===== src/hdl/phfp_pkg.sv =====
// ============================================================================
// phfp_pkg: shared types and constants of the package header frame parser
// Section state encoding, section and error codes, magic numbers, the
// transaction structs of both channels and the record passed front to back.
// ============================================================================
`default_nettype none

package phfp_pkg;

  // Width of a section byte count: an index region can span 2^36-16 bytes.
  localparam int BL_W         = 37;
  localparam int OUT_OFF_W    = 40;
  localparam int WIDE_OFF_W   = 64;
  localparam int LEAD_LEN     = 96;
  localparam int TYPE_OFFSET  = 78;
  localparam int SIG_TYPE     = 5;
  localparam int PREAMBLE_LEN = 16;
  localparam int Q_DEPTH      = 2;
  localparam int Q_PTR_W      = $clog2(Q_DEPTH);
  localparam int Q_CNT_W      = $clog2(Q_DEPTH + 1);

  localparam logic [7:0] LEAD_MAGIC [4] = '{8'hED, 8'hAB, 8'hEE, 8'hDB};
  localparam logic [7:0] HDR_MAGIC  [4] = '{8'h8E, 8'hAD, 8'hE8, 8'h01};

  // Configuration register indexes (byte address bit 2).
  localparam logic REG_ENTRY_LIMIT = 1'b0;
  localparam logic REG_DATA_LIMIT  = 1'b1;

  localparam logic [3:0] SEC_LEAD      = 4'd0;
  localparam logic [3:0] SEC_SIG_PRE   = 4'd1;
  localparam logic [3:0] SEC_SIG_IDX   = 4'd2;
  localparam logic [3:0] SEC_SIG_DAT   = 4'd3;
  localparam logic [3:0] SEC_PAD       = 4'd4;
  localparam logic [3:0] SEC_MAIN_PRE  = 4'd5;
  localparam logic [3:0] SEC_MAIN_IDX  = 4'd6;
  localparam logic [3:0] SEC_MAIN_DAT  = 4'd7;
  localparam logic [3:0] SEC_PAYLOAD   = 4'd8;
  localparam logic [3:0] SEC_ERROR     = 4'd9;

  localparam logic [3:0] ERR_NONE        = 4'd0;
  localparam logic [3:0] ERR_LEAD_MAGIC  = 4'd1;
  localparam logic [3:0] ERR_SIG_TYPE    = 4'd2;
  localparam logic [3:0] ERR_SIG_MAGIC   = 4'd3;
  localparam logic [3:0] ERR_SIG_ENTRIES = 4'd4;
  localparam logic [3:0] ERR_SIG_DATA    = 4'd5;
  localparam logic [3:0] ERR_MAIN_MAGIC  = 4'd6;
  localparam logic [3:0] ERR_MAIN_ENTRIES= 4'd7;
  localparam logic [3:0] ERR_MAIN_DATA   = 4'd8;
  localparam logic [3:0] ERR_TRUNC       = 4'd9;

  typedef enum logic [9:0] {
    S_LEAD     = 10'b00_0000_0001,
    S_SIG_PRE  = 10'b00_0000_0010,
    S_SIG_IDX  = 10'b00_0000_0100,
    S_SIG_DAT  = 10'b00_0000_1000,
    S_PAD      = 10'b00_0001_0000,
    S_MAIN_PRE = 10'b00_0010_0000,
    S_MAIN_IDX = 10'b00_0100_0000,
    S_MAIN_DAT = 10'b00_1000_0000,
    S_PAYLOAD  = 10'b01_0000_0000,
    S_ERROR    = 10'b10_0000_0000
  } sect_state_t;

  typedef struct packed {
    logic [7:0] data_byte;
    logic       last_byte;
  } in_t;

  typedef struct packed {
    logic [7:0]           byte_out;
    logic [3:0]           section;
    logic [3:0]           error_code;
    logic [OUT_OFF_W-1:0] file_offset;
    logic [OUT_OFF_W-1:0] header_start;
    logic [OUT_OFF_W-1:0] header_end;
    logic                 file_done;
  } out_t;

  // One parsed byte on its way from the front to the back.
  typedef struct packed {
    logic [7:0]            data_byte;
    logic [3:0]            section;
    logic [3:0]            sticky_err;
    logic                  at_payload;
    logic                  last_byte;
    logic [WIDE_OFF_W-1:0] pos;
    logic [WIDE_OFF_W-1:0] start;
    logic                  end_load;
    logic [31:0]           entry_count;
    logic [31:0]           data_length;
  } rec_t;

  typedef struct packed {
    sect_state_t     state;
    logic [BL_W-1:0] len;
    logic            set_start;
  } enter_t;

  function automatic logic [3:0] sect_code(input sect_state_t s);
    logic [3:0] c;
    case (s)
      S_LEAD:     c = SEC_LEAD;
      S_SIG_PRE:  c = SEC_SIG_PRE;
      S_SIG_IDX:  c = SEC_SIG_IDX;
      S_SIG_DAT:  c = SEC_SIG_DAT;
      S_PAD:      c = SEC_PAD;
      S_MAIN_PRE: c = SEC_MAIN_PRE;
      S_MAIN_IDX: c = SEC_MAIN_IDX;
      S_MAIN_DAT: c = SEC_MAIN_DAT;
      S_PAYLOAD:  c = SEC_PAYLOAD;
      default:    c = SEC_ERROR;
    endcase
    return c;
  endfunction

  // Enters a section, skipping the ones that turn out to be empty.
  function automatic enter_t enter_section(input sect_state_t first,
                                           input logic [31:0] ec,
                                           input logic [31:0] dl);
    enter_t     r;
    logic [2:0] pad;
    pad = 3'(3'd0 - dl[2:0]);
    r.state = first;
    if (r.state == S_SIG_IDX && ec == '0) r.state = S_SIG_DAT;
    if (r.state == S_SIG_DAT && dl == '0) r.state = S_PAD;
    if (r.state == S_PAD && pad == '0) r.state = S_MAIN_PRE;
    if (r.state == S_MAIN_IDX && ec == '0) r.state = S_MAIN_DAT;
    if (r.state == S_MAIN_DAT && dl == '0) r.state = S_PAYLOAD;
    case (r.state)
      S_SIG_PRE, S_MAIN_PRE: r.len = BL_W'(PREAMBLE_LEN);
      S_SIG_IDX, S_MAIN_IDX: r.len = BL_W'({ec, 4'b0000});
      S_SIG_DAT, S_MAIN_DAT: r.len = BL_W'(dl);
      S_PAD:                 r.len = BL_W'(pad);
      default:               r.len = '0;
    endcase
    r.set_start = (r.state == S_MAIN_PRE);
    return r;
  endfunction

endpackage

`default_nettype wire


===== src/hdl/package_header_frame_parser.sv =====
// ============================================================================
// package_header_frame_parser: section tagging of a package file byte stream
// Tags each byte as lead, signature or main header part, padding or
// payload, checks the framing and reports the main header's extent.
// ============================================================================
// Bytes of one file enter on the in_ channel, one transaction per byte, with
// last_byte set on the final byte. Every byte leaves on the out_ channel as
// one transaction carrying the byte, its section, the error code, its file
// offset and the main header start and end offsets. The block takes one byte
// per cycle while in_stall is low: the classifier handles a byte as it is
// accepted and registers its parse state on the accepting edge. That edge
// also writes the byte's record into the queue, and the output register
// loads the record from the queue once the output is free to take it.
// The classifier and the output stage meet through a two-entry queue; when
// the receiver raises out_stall the output holds, the queue takes bytes until
// both entries are full, and then in_stall rises until the output moves again.
// After the last byte's transaction the parse state returns to the start of
// a new file, while the limit registers keep their values. A synchronous
// reset (rst_n low) clears the parser, the queue and the output valid, and
// sets the entry and data limits to 65536 and 268435456. The user must write
// the limits through the APB port only while no file is in flight; the block
// itself does not enforce this.
// ============================================================================
`default_nettype none

module package_header_frame_parser #(
  parameter int OFFSET_BITS = 40
) (
  input  wire                 clk,
  input  wire                 rst_n,
  // Byte input
  input  wire                 in_valid,
  input  wire phfp_pkg::in_t  in_data,
  output logic                in_stall,
  // Tagged result output
  output logic                out_valid,
  output phfp_pkg::out_t      out_data,
  input  wire                 out_stall,
  // Configuration
  input  wire                 psel,
  input  wire                 penable,
  input  wire                 pwrite,
  input  wire  [2:0]          paddr,
  input  wire  [31:0]         pwdata,
  output logic [31:0]         prdata,
  output logic                pready
);
  import phfp_pkg::*;

  logic [31:0] entry_limit_r;
  logic [31:0] data_limit_r;
  logic        cfg_write;
  logic        reg_sel;

  logic        q_full;
  logic        q_push;
  rec_t        q_push_data;
  logic        q_pop;
  rec_t        q_head;
  logic        q_not_empty;

  // Register index is address bit 2: entry limit at 0, data limit at 4.
  assign reg_sel   = paddr[2];
  assign pready    = 1'b1;
  assign cfg_write = psel && penable && pwrite && pready;
  assign prdata    = (reg_sel == REG_DATA_LIMIT) ? data_limit_r : entry_limit_r;

  always_ff @(posedge clk) begin
    if (!rst_n) begin
      entry_limit_r <= 32'd65536;
      data_limit_r  <= 32'd268435456;
    end else if (cfg_write) begin
      if (reg_sel == REG_ENTRY_LIMIT) entry_limit_r <= pwdata;
      else                            data_limit_r  <= pwdata;
    end
  end

  // Front: accepts bytes and classifies them against the framing.
  phfp_front #(
    .OFFSET_BITS (OFFSET_BITS)
  ) u_front (
    .clk         (clk),
    .rst_n       (rst_n),
    .in_valid    (in_valid),
    .in_data     (in_data),
    .in_stall    (in_stall),
    .entry_limit (entry_limit_r),
    .data_limit  (data_limit_r),
    .q_full      (q_full),
    .push        (q_push),
    .push_data   (q_push_data)
  );

  // Queue between classification and result forming.
  phfp_queue u_queue (
    .clk       (clk),
    .rst_n     (rst_n),
    .push      (q_push),
    .push_data (q_push_data),
    .full      (q_full),
    .pop       (q_pop),
    .head      (q_head),
    .not_empty (q_not_empty)
  );

  // Back: completes each result and drives the output register.
  phfp_back #(
    .OFFSET_BITS (OFFSET_BITS)
  ) u_back (
    .clk       (clk),
    .rst_n     (rst_n),
    .head      (q_head),
    .not_empty (q_not_empty),
    .pop       (q_pop),
    .out_valid (out_valid),
    .out_stall (out_stall),
    .out_data  (out_data)
  );

endmodule

`default_nettype wire


===== src/hdl/phfp_front.sv =====
// ============================================================================
// phfp_front: byte classifier of the package header frame parser
// Accepts one byte per cycle unless the queue is full, tracks the section,
// checks magics, signature type and header counts; pushes a record per byte.
// ============================================================================
`default_nettype none

module phfp_front #(
  parameter int OFFSET_BITS = 40
) (
  input  wire                 clk,
  input  wire                 rst_n,
  input  wire                 in_valid,
  input  wire phfp_pkg::in_t  in_data,
  output logic                in_stall,
  input  wire  [31:0]         entry_limit,
  input  wire  [31:0]         data_limit,
  input  wire                 q_full,
  output logic                push,
  output phfp_pkg::rec_t      push_data
);
  import phfp_pkg::*;

  sect_state_t            sec_r, sec_nxt;
  logic [BL_W-1:0]        bl_r, bl_nxt;
  logic [OFFSET_BITS-1:0] pos_r, pos_nxt;
  logic [63:0]            shift_r, shift_nxt;
  logic [31:0]            ec_r, ec_nxt;
  logic [31:0]            dl_r, dl_nxt;
  logic [3:0]             err_r, err_nxt;
  logic [OFFSET_BITS-1:0] start_r, start_nxt;
  logic [7:0]             type_r, type_nxt;

  logic                   accept;
  logic [7:0]             b;
  logic [6:0]             lead_idx;
  logic [4:0]             pre_idx;
  logic [BL_W-1:0]        bl_dec;
  logic [63:0]            shift_in;
  logic [31:0]            il, dl_new;
  logic [OFFSET_BITS-1:0] pos_inc;
  logic                   do_fail, do_enter, end_load, is_main;
  logic [3:0]             fail_code;
  sect_state_t            first;
  logic [31:0]            enter_ec, enter_dl;
  enter_t                 ent;

  assign in_stall = q_full;
  assign accept   = in_valid && !q_full;
  assign push     = accept;

  always_comb begin
    b        = in_data.data_byte;
    lead_idx = 7'(7'(LEAD_LEN) - bl_r[6:0]);
    pre_idx  = 5'(5'(PREAMBLE_LEN) - bl_r[4:0]);
    bl_dec   = (bl_r != '0) ? bl_r - BL_W'(1) : '0;
    shift_in = {shift_r[55:0], b};
    il       = shift_in[63:32];
    dl_new   = shift_in[31:0];
    pos_inc  = (pos_r != {OFFSET_BITS{1'b1}}) ? pos_r + OFFSET_BITS'(1) : pos_r;
    is_main  = (sec_r == S_MAIN_PRE);

    sec_nxt   = sec_r;
    bl_nxt    = bl_r;
    shift_nxt = shift_r;
    ec_nxt    = ec_r;
    dl_nxt    = dl_r;
    err_nxt   = err_r;
    start_nxt = start_r;
    type_nxt  = type_r;
    do_fail   = 1'b0;
    do_enter  = 1'b0;
    end_load  = 1'b0;
    fail_code = ERR_NONE;
    first     = S_PAYLOAD;
    enter_ec  = ec_r;
    enter_dl  = dl_r;

    case (sec_r)
      S_LEAD: begin
        if (lead_idx < 7'd4 && b != LEAD_MAGIC[lead_idx[1:0]]) begin
          do_fail   = 1'b1;
          fail_code = ERR_LEAD_MAGIC;
        end else if (lead_idx == 7'(TYPE_OFFSET + 1) &&
                     {type_r, b} != 16'(SIG_TYPE)) begin
          do_fail   = 1'b1;
          fail_code = ERR_SIG_TYPE;
        end else begin
          if (lead_idx == 7'(TYPE_OFFSET)) type_nxt = b;
          bl_nxt = bl_dec;
          if (bl_dec == '0) begin
            do_enter = 1'b1;
            first    = S_SIG_PRE;
          end
        end
      end
      S_SIG_PRE, S_MAIN_PRE: begin
        shift_nxt = shift_in;
        if (pre_idx < 5'd4 && b != HDR_MAGIC[pre_idx[1:0]]) begin
          do_fail   = 1'b1;
          fail_code = is_main ? ERR_MAIN_MAGIC : ERR_SIG_MAGIC;
        end else begin
          bl_nxt = bl_dec;
          if (bl_dec == '0) begin
            if (il > entry_limit) begin
              do_fail   = 1'b1;
              fail_code = is_main ? ERR_MAIN_ENTRIES : ERR_SIG_ENTRIES;
            end else if (dl_new > data_limit) begin
              do_fail   = 1'b1;
              fail_code = is_main ? ERR_MAIN_DATA : ERR_SIG_DATA;
            end else begin
              ec_nxt   = il;
              dl_nxt   = dl_new;
              enter_ec = il;
              enter_dl = dl_new;
              end_load = is_main;
              do_enter = 1'b1;
              first    = is_main ? S_MAIN_IDX : S_SIG_IDX;
            end
          end
        end
      end
      S_SIG_IDX, S_SIG_DAT, S_PAD, S_MAIN_IDX, S_MAIN_DAT: begin
        bl_nxt = bl_dec;
        if (bl_dec == '0) begin
          do_enter = 1'b1;
          case (sec_r)
            S_SIG_IDX:  first = S_SIG_DAT;
            S_SIG_DAT:  first = S_PAD;
            S_PAD:      first = S_MAIN_PRE;
            S_MAIN_IDX: first = S_MAIN_DAT;
            default:    first = S_PAYLOAD;
          endcase
        end
      end
      default: begin
      end
    endcase

    ent = enter_section(first, enter_ec, enter_dl);
    if (do_enter) begin
      sec_nxt = ent.state;
      bl_nxt  = ent.len;
      if (ent.set_start) start_nxt = pos_inc;
    end
    if (do_fail) begin
      err_nxt = fail_code;
      sec_nxt = S_ERROR;
      bl_nxt  = '0;
    end
    pos_nxt = pos_inc;

    push_data.data_byte   = b;
    push_data.section     = sect_code(sec_r);
    push_data.sticky_err  = err_nxt;
    push_data.at_payload  = (sec_nxt == S_PAYLOAD);
    push_data.last_byte   = in_data.last_byte;
    push_data.pos         = WIDE_OFF_W'(pos_r);
    push_data.start       = WIDE_OFF_W'(start_nxt);
    push_data.end_load    = end_load;
    push_data.entry_count = il;
    push_data.data_length = dl_new;
  end

  always_ff @(posedge clk) begin
    if (!rst_n || (accept && in_data.last_byte)) begin
      sec_r   <= S_LEAD;
      bl_r    <= BL_W'(LEAD_LEN);
      pos_r   <= '0;
      shift_r <= '0;
      ec_r    <= '0;
      dl_r    <= '0;
      err_r   <= ERR_NONE;
      start_r <= '0;
      type_r  <= '0;
    end else if (accept) begin
      sec_r   <= sec_nxt;
      bl_r    <= bl_nxt;
      pos_r   <= pos_nxt;
      shift_r <= shift_nxt;
      ec_r    <= ec_nxt;
      dl_r    <= dl_nxt;
      err_r   <= err_nxt;
      start_r <= start_nxt;
      type_r  <= type_nxt;
    end
  end

  a_last_restarts: assert property (@(posedge clk) disable iff (!rst_n)
    accept && in_data.last_byte |=> sec_r == S_LEAD && pos_r == '0)
    else $error("parse state not restarted after the last byte");

  a_error_sticky: assert property (@(posedge clk) disable iff (!rst_n)
    sec_r == S_ERROR |-> err_r != ERR_NONE)
    else $error("error section without an error code");

endmodule

`default_nettype wire


===== src/hdl/phfp_queue.sv =====
// ============================================================================
// phfp_queue: short record queue between front and back
// A two-entry FIFO that lets the classifier keep taking bytes while a
// finished result waits at the output.
// ============================================================================
`default_nettype none

module phfp_queue (
  input  wire                  clk,
  input  wire                  rst_n,
  input  wire                  push,
  input  wire phfp_pkg::rec_t  push_data,
  output logic                 full,
  input  wire                  pop,
  output phfp_pkg::rec_t       head,
  output logic                 not_empty
);
  import phfp_pkg::*;

  rec_t               mem_r [Q_DEPTH];
  logic [Q_PTR_W-1:0] wr_ptr_r, rd_ptr_r;
  logic [Q_CNT_W-1:0] cnt_r, cnt_nxt;

  assign full      = (cnt_r == Q_CNT_W'(Q_DEPTH));
  assign not_empty = (cnt_r != '0);
  assign head      = mem_r[rd_ptr_r];

  always_comb begin
    cnt_nxt = cnt_r;
    if (push && !pop) cnt_nxt = cnt_r + Q_CNT_W'(1);
    if (pop && !push) cnt_nxt = cnt_r - Q_CNT_W'(1);
  end

  always_ff @(posedge clk) begin
    if (!rst_n) begin
      wr_ptr_r <= '0;
      rd_ptr_r <= '0;
      cnt_r    <= '0;
    end else begin
      if (push) wr_ptr_r <= Q_PTR_W'(wr_ptr_r + Q_PTR_W'(1));
      if (pop)  rd_ptr_r <= Q_PTR_W'(rd_ptr_r + Q_PTR_W'(1));
      cnt_r <= cnt_nxt;
    end
  end

  always_ff @(posedge clk) begin
    if (push) mem_r[wr_ptr_r] <= push_data;
  end

  a_no_overflow: assert property (@(posedge clk) disable iff (!rst_n)
    !(push && full))
    else $error("record pushed into a full queue");

  a_no_underflow: assert property (@(posedge clk) disable iff (!rst_n)
    pop |-> not_empty)
    else $error("record popped from an empty queue");

endmodule

`default_nettype wire


===== src/hdl/phfp_back.sv =====
// ============================================================================
// phfp_back: result stage of the package header frame parser
// Pops records, works out the header end and the final error code, and
// holds each result in the output register until it is taken.
// ============================================================================
`default_nettype none

module phfp_back #(
  parameter int OFFSET_BITS = 40
) (
  input  wire                  clk,
  input  wire                  rst_n,
  input  wire phfp_pkg::rec_t  head,
  input  wire                  not_empty,
  output logic                 pop,
  output logic                 out_valid,
  input  wire                  out_stall,
  output phfp_pkg::out_t       out_data
);
  import phfp_pkg::*;

  localparam int SUM_W = ((OFFSET_BITS > BL_W) ? OFFSET_BITS : BL_W) + 2;

  logic                   out_valid_r;
  out_t                   out_r, out_nxt;
  logic [OFFSET_BITS-1:0] end_r, end_nxt;
  logic [OFFSET_BITS-1:0] end_val, end_sat;
  logic [SUM_W-1:0]       sum;
  logic [63:0]            end_wide;
  logic [3:0]             code;
  logic                   load;

  assign load      = not_empty && (!out_valid_r || !out_stall);
  assign pop       = load;
  assign out_valid = out_valid_r;
  assign out_data  = out_r;

  always_comb begin
    // Main header end: preamble start + 16 + entries * 16 + data, saturating.
    sum = SUM_W'(head.start[OFFSET_BITS-1:0]) + SUM_W'(PREAMBLE_LEN)
        + SUM_W'({head.entry_count, 4'b0000}) + SUM_W'(head.data_length);
    end_sat  = (sum > SUM_W'({OFFSET_BITS{1'b1}})) ? {OFFSET_BITS{1'b1}}
                                                   : sum[OFFSET_BITS-1:0];
    end_val  = head.end_load ? end_sat : end_r;
    end_nxt  = head.last_byte ? '0 : end_val;
    end_wide = 64'(end_val);

    code = head.sticky_err;
    if (head.last_byte && head.sticky_err == ERR_NONE && !head.at_payload) begin
      code = ERR_TRUNC;
    end

    out_nxt.byte_out     = head.data_byte;
    out_nxt.section      = head.section;
    out_nxt.error_code   = code;
    out_nxt.file_offset  = head.pos[OUT_OFF_W-1:0];
    out_nxt.header_start = head.start[OUT_OFF_W-1:0];
    out_nxt.header_end   = end_wide[OUT_OFF_W-1:0];
    out_nxt.file_done    = head.last_byte;
  end

  always_ff @(posedge clk) begin
    if (!rst_n) begin
      out_valid_r <= 1'b0;
      end_r       <= '0;
    end else begin
      if (load) begin
        out_valid_r <= 1'b1;
        end_r       <= end_nxt;
      end else if (!out_stall) begin
        out_valid_r <= 1'b0;
      end
    end
  end

  always_ff @(posedge clk) begin
    if (load) out_r <= out_nxt;
  end

  a_end_cleared: assert property (@(posedge clk) disable iff (!rst_n)
    load && head.last_byte |=> end_r == '0)
    else $error("header end not cleared after the last byte");

endmodule

`default_nettype wire

===== config.mk =====
export PLATFORM = sky130hd
export DESIGN_NAME = package_header_frame_parser
export DESIGN_NICKNAME = d
export VERILOG_FILES = /design/src/hdl/phfp_pkg.sv /design/src/hdl/package_header_frame_parser.sv /design/src/hdl/phfp_front.sv /design/src/hdl/phfp_queue.sv /design/src/hdl/phfp_back.sv
export SDC_FILE = /design/constraint.sdc
export NUM_CORES = 2
export LEC_CHECK = 0
export BUFFER_PORTS_ARGS = -buffer_cell sky130_fd_sc_hd__buf_2
export CORE_MARGIN = 10
export CORE_UTILIZATION = 35
export DETAILED_ROUTE_END_ITERATION = 10
export GPL_TIMING_DRIVEN = 0
export MAX_ROUTING_LAYER = met4
export PLACE_DENSITY = 0.58
export SLEW_MARGIN = 25
export SYNTH_ARGS = -nofsm -noshare
export SYNTH_HDL_FRONTEND = slang
export SYNTH_SLANG_ARGS = --single-unit

===== constraint.sdc =====
create_clock -name clk -period 18.7 [get_ports clk]
set_clock_uncertainty 0.15 [all_clocks]
set_input_delay 1.87 -clock clk [delete_from_list [all_inputs] [get_ports clk]]
set_output_delay 1.87 -clock clk [all_outputs]
set_load 0.05 [all_outputs]

Word level (Yosys, flattened, before mapping)
Memories as Yosys holds them, arrays and structs flattened. A register that Yosys moved wholly into a read port is not among the register bits.
Index checks and enable logic that the tools add are counted.
Widths: inputs -> output; s select.
{"block": "classes", "add_sub_neg": 12, "n_lt_le_gt_ge": 7, "eq_ne": 33, "muxes": 89, "bitwise": 5, "n_reduce_logical": 45}
{"cell": "$mux 32", "count": 11}
{"cell": "$mux 40", "count": 6}
{"cell": "$mux 37", "count": 6}
{"cell": "$pmux 36 s4", "count": 1}
{"cell": "$mux 10", "count": 14}
{"cell": "$pmux 37 s3", "count": 1}
{"cell": "$gt 32x32->1", "count": 2}
{"cell": "$logic_not 32->1", "count": 2}
{"cell": "$add 42x32->42", "count": 1}
{"cell": "$add 42x36->42", "count": 1}
{"cell": "$gt 42x40->1 const B", "count": 1}
{"cell": "$add 40x5->41 const B", "count": 1}
{"cell": "$add 40x1->40 const B", "count": 1}
{"cell": "$ne 40x40->1 const B", "count": 1}
{"cell": "$logic_not 37->1", "count": 1}
{"cell": "$reduce_bool 37->1", "count": 1}
{"cell": "$sub 37x1->37 const B", "count": 1}
{"cell": "$pmux 4 s9", "count": 1}
{"cell": "$pmux 9 s4", "count": 1}
{"cell": "$bmux 8 s2", "count": 2}
{"cell": "$mux 8", "count": 4}
{"cell": "$eq 10x3->1 const B", "count": 3}
{"cell": "$eq 10x4->1 const B", "count": 3}
{"cell": "$eq 10x5->1 const B", "count": 3}
{"cell": "44 further kinds", "count": 122}
{"block": "word_totals", "regBits": 505, "ramBits": 326, "input_bits": 51, "out_inout_bits": 172, "wordCells": 215, "memories": 1}
{"memory": "u_queue.mem_r", "depth": 2, "word_bits": 163, "read_ports": 1, "rd_clocked_by_memory_dff": 1, "write_ports": 1, "line": "phfp_queue.sv:20", "source": "rec_t mem_r [Q_DEPTH];"}

Longest topological paths before layout
{"block": "logic_depth", "ltp_word": 29, "ltp_mapped": 29, "mapped_depth_nobuf": 22}

Hierarchy
From an unflattened synthesis, not the netlist that was laid out.
{"block": "hier_totals", "cells_unflattened": 4204, "area_unflattened_um2": 45372.3}
{"mod": "phfp_front", "instances": 1, "cells_each": 2371, "area_per_inst_um2": 17164.0, "seq_area_each_um2": 5185.0}
{"mod": "phfp_queue", "instances": 1, "cells_each": 678, "area_per_inst_um2": 15506.1, "seq_area_each_um2": 12772.2}
{"mod": "phfp_back", "instances": 1, "cells_each": 870, "area_per_inst_um2": 9858.2, "seq_area_each_um2": 4934.7}
{"mod": "package_header_frame_parser", "instances": 1, "cells_each": 285, "area_per_inst_um2": 2844.0, "seq_area_each_um2": 1281.2}

Worst setup path after synthesis
OpenSTA, ideal clock, no wires.
{"block": "synth_timing", "path_kind": "input -> register", "from": "input port in_valid", "to": "memory u_queue.mem_r[0][100] in the netlist's numbering, enable pin", "setup_time_ns": 0.674, "arrival_time_ns": 9.090, "required_ns": 17.876, "path_slack_ns": 8.786, "path_stages": 5, "n_path_buf": 2, "cell_sequence": "and2_1 clkbuf_1 clkinv_1 clkbuf_1 nor2_1"}
{"block": "synth_between", "elab_chain_cells": 3}
{"element": "start, declared", "line": "package_header_frame_parser.sv:32", "source": "input wire in_valid,"}
{"element": "$logic_and 1x1->1", "line": "phfp_front.sv:49", "source": "assign accept = in_valid && !q_full;"}
{"element": "$mux 1", "line": "phfp_queue.sv:47", "source": "if (push) mem_r[wr_ptr_r] <= push_data;"}
{"element": "$mux 1 (implied by the code)", "line": "phfp_queue.sv:47"}
{"element": "end, declared", "line": "phfp_queue.sv:20"}
Every way passes these cells.

==> out/qor.txt <==
sequential share of the synthesized area: 53.3%
number of synthesized flops with an enable pin: 447
post-CTS setup buffers: 0
Critical Path AT: 11.02 ns
WL per Instance: 24.1 um
overall routing resource usage: 21.6%
DR iter-0 viols: 3440
Placed Cells: 5516
Syn Nets: 3994
adder-cell share of the synthesized area: 5.27%
met2 usage: 31.1%
GR Overflow Total: 0
Hold Buf Count CTS: 0
Clock transition at path regs: 0.06 ns
Worst-Margin Slew: 1.08 ns
Worst Setup End Kind: register
PD cells: 164 nW/um^2
crit path kind: register to register
Net Sw Frac: 42.4%
asr flop ratio synth: 0%
pre-CTS WS: 8.16 ns
Nets: 4315
Vias/cell: 5.43
chip height: 354 um
FP Rows: 122
WL final: 137 mm
Comb pwr share: 44.1%
Slew HR: 28.0%
Clk pwr share: 24.5%
Critical Path Start Type: register
critical path required time: 19.15 ns
Leakage: 16.3 nW
I/O Pins: 223
Gate Count Post-Synth: 3796
Min-Delay Startpoint: u_front.pos_r[12]
R2R cell count: 29
Die ar.: 125000 um^2
Root Driver: clkbuf_16
CP max stage cell: buf_1
met1 Use GR: 30.8%
CTS tree: done
GRT busiest layer: met2
total negative slack: 0 ns
Final ANT Viol Nets: 0
global-route wire length before repair: 198 mm
post-synthesis xor/xnor area fraction: 3.75%
peak supply drop: 0.123 mV
Die Wd: 354 um
initial core utilization: 35.3%
net load switching power: 0.00316 W
DP HPWL: 103 mm
Core Region: 111000 um^2
post-layout total power: 0.00746 W
vias in the first global route: 28.9k
largest net degree at the start of global routing: 86
CP Max Fanout: 10
final hold violation count: 0
max-slew violations: 0
Clock Latency Late Sink: 0.67 ns
antenna cell count: 0
post-route setup slack: 8.13 ns
gpl congestion: 0.974
post_cts resized: 0
grt met3 use: 4.20%
post-synthesis area per instance: 10.3 um^2
r2r endpoint: u_back.end_r[33]
non-filler cells, final: 5680
H-Tree Depth: 3
max incr delay on CP: 0.77 ns
Tmin final: 10.57 ns
#FFs+latches synth: 816
Synth Area in Simple Gates: 15.6%
Synth Area in Compound Gates: 13.0%
mux cell area share after synthesis: 5.63%
Int Power: 0.00430 W
Seq pwr share: 31.4%
Critical Path End: u_back.end_r[33]
Max Clk Rate: 0.0946 GHz
Tcrit/Tclk final: 56.5%
FF-to-FF setup slack: 8.13 ns
synthesized area: 39000 um^2
Synth-to-Final Area Change: 16.3%
post-synth cell types: 86
outcome: completed
HP Class: register to register
yosys warns: 0
initial antenna violation count: 4
Port Buffers: 219
layout cells sized above 1: 13.8%
Most Frequent Cell on Critical Path: clkbuf_1
Setup Viol. Count Final: 0
sinks on the clock net: 816
DR pass1 iterations: 6
ys flop type: edfxtp_1
Bufs on Longest Clock Path: 3
max cap viols: 0
RSZ-0062 raised after global routing: no
routed via count: 30.9k
largest family of logic cells by synthesized area: simple AND/OR/NAND/NOR gates
residual DRC count: 0
CTS buffer count: 87
filler instances: 10.8k
==> layout by cell type (no fill, tap or decap), types with 13 or more instances in the layout <==
cell,synthesis,routed
inv_1,132,131
a211oi_1,51,51
ha_1,118,118
o22a_1,20,20
clkbuf_8,0,15
nor2b_1,15,15
a21boi_0,67,67
nand4_1,54,54
o211ai_1,16,16
dfxtp_1,369,369
fa_1,29,29
a22o_1,37,37
buf_1,16,13
nand2b_1,13,13
nand2_1,604,604
or3_1,33,33
nor2_1,277,276
nand3_1,73,73
or4_1,18,18
clkbuf_16,0,93
and2_1,22,22
o21ai_0,99,99
xor2_1,71,71
clkbuf_1,161,175
a22oi_1,16,16
edfxtp_1,447,447
nor4_1,60,57
mux2i_1,62,62
buf_2,21,242
a21oi_1,336,335
nor3_1,73,73
a21o_1,34,34
xnor2_1,96,96
and3_1,21,20
a31oi_1,17,17
o21a_1,19,19
o21bai_1,14,14
mux2_2,134,134
==> metal layers <==
layer	part of all wire, %	wire, um
met1	47	63600
met2	42	57700
met3	8.4	11500
met4	2.8	3840
met5	0	0
==> cell families after synthesis <==
kind of cell | Yosys count
flip-flops | 816
multiplexers | 202
buffers and inverters | 336
other | 1
XOR/XNOR | 167
adder cells (fa/ha/maj) | 147
AND/OR/NAND/NOR | 1328
AO/OA/AOI/OAI | 799
==> sequential cells by signal (all words and copies together), names as in the netlist, named ones only <==
name	count
u_front.type_r	8
u_front.sec_r	10
u_queue.mem_r	310
u_front.bl_r	37
entry_limit_r	32
u_back.out_valid	1
u_queue.wr_ptr_r	1
u_queue.cnt_r	2
u_front.pos_r	40
u_front.start_r	40
u_front.shift_r	56
u_queue.rd_ptr_r	1
u_front.dl_r	32
u_front.err_r	4
u_back.out_data	137
u_front.ec_r	32
u_back.end_r	40
data_limit_r	32
==> power by group through the flow <==
stage          sequential, W  clock [W]  combinational [W]
2_1_floorplan        0.00288          0            0.00165
3_3_place_gp         0.00245          0            0.00317
3_5_place_dp         0.00238          0            0.00323
4_1_cts              0.00234    0.00185            0.00325
5_1_grt              0.00237    0.00192            0.00350
6_report             0.00234    0.00182            0.00329
==> worst min path at each step <==
stage	to	slack, ns	cells past startpoint
after global routing	u_queue.mem_r[1][117]	0.31	0
after detailed placement	u_queue.mem_r[0][117]	0.29	0
final	u_queue.mem_r[0][117]	0.30	0
after global placement	u_queue.mem_r[0][117]	0.28	0
after floorplan	u_queue.mem_r[0][107]	0.27	0
after CTS	u_queue.mem_r[1][117]	0.30	0
==> cells in the mapped netlist, types with 14 or more instances <==
cell | n | area, um^2
a211oi_1 | 51 | 383
a21boi_0 | 67 | 503
a21o_1 | 34 | 255
a21oi_1 | 336 | 1680
a22o_1 | 37 | 324
a22oi_1 | 16 | 120
a31oi_1 | 17 | 106
and2_1 | 22 | 138
and3_1 | 21 | 131
buf_1 | 16 | 60.1
buf_2 | 21 | 105
clkbuf_1 | 161 | 604
dfxtp_1 | 369 | 7390
edfxtp_1 | 447 | 13400
fa_1 | 29 | 581
ha_1 | 118 | 1480
inv_1 | 132 | 495
mux2_2 | 134 | 1510
mux2i_1 | 62 | 621
nand2_1 | 604 | 2270
nand3_1 | 73 | 365
nand4_1 | 54 | 338
nor2_1 | 277 | 1040
nor2b_1 | 15 | 93.8
nor3_1 | 73 | 365
nor4_1 | 60 | 375
o211ai_1 | 16 | 120
o21a_1 | 19 | 143
o21ai_0 | 99 | 495
o21bai_1 | 14 | 105
o22a_1 | 20 | 175
or3_1 | 33 | 206
or4_1 | 18 | 135
xnor2_1 | 96 | 841
xor2_1 | 71 | 622
==> through the flow <==
stage	util, %	instance area [um^2]	hold slack [ns]
2_1_floorplan	-	39000	0.274
4_1_cts	41.0	45400	0.303
5_1_grt	41.0	45400	0.309
3_5_place_dp	38.3	42400	0.287
3_3_place_gp	37.9	42000	0.284
6_report	41.0	45400	0.299
==> worst max-delay path, delay by kind of cell, from the launching register on <==
family / cells / cell delay (ns)
compound gates: 6 / 1.85
xor+xnor: 1 / 0.36
fa+ha+maj: 3 / 1.01
buf+inv: 10 / 4.70
flops: 1 / 0.31
mux: 1 / 0.34
simple gates: 8 / 1.74
==> cell type report <==
type	instances	area [um^2]	area share, %
sequential	816	20800	45.8
clock buffer	127	2610	5.74
buffer	203	825	1.82
clock inverter	37	430	0.948
multi-input combinational	2644	17000	37.3
tap	1488	1860	4.10
inverter	133	507	1.12
timing repair buffer	232	1410	3.10
Power figures use the tool's default switching activity.
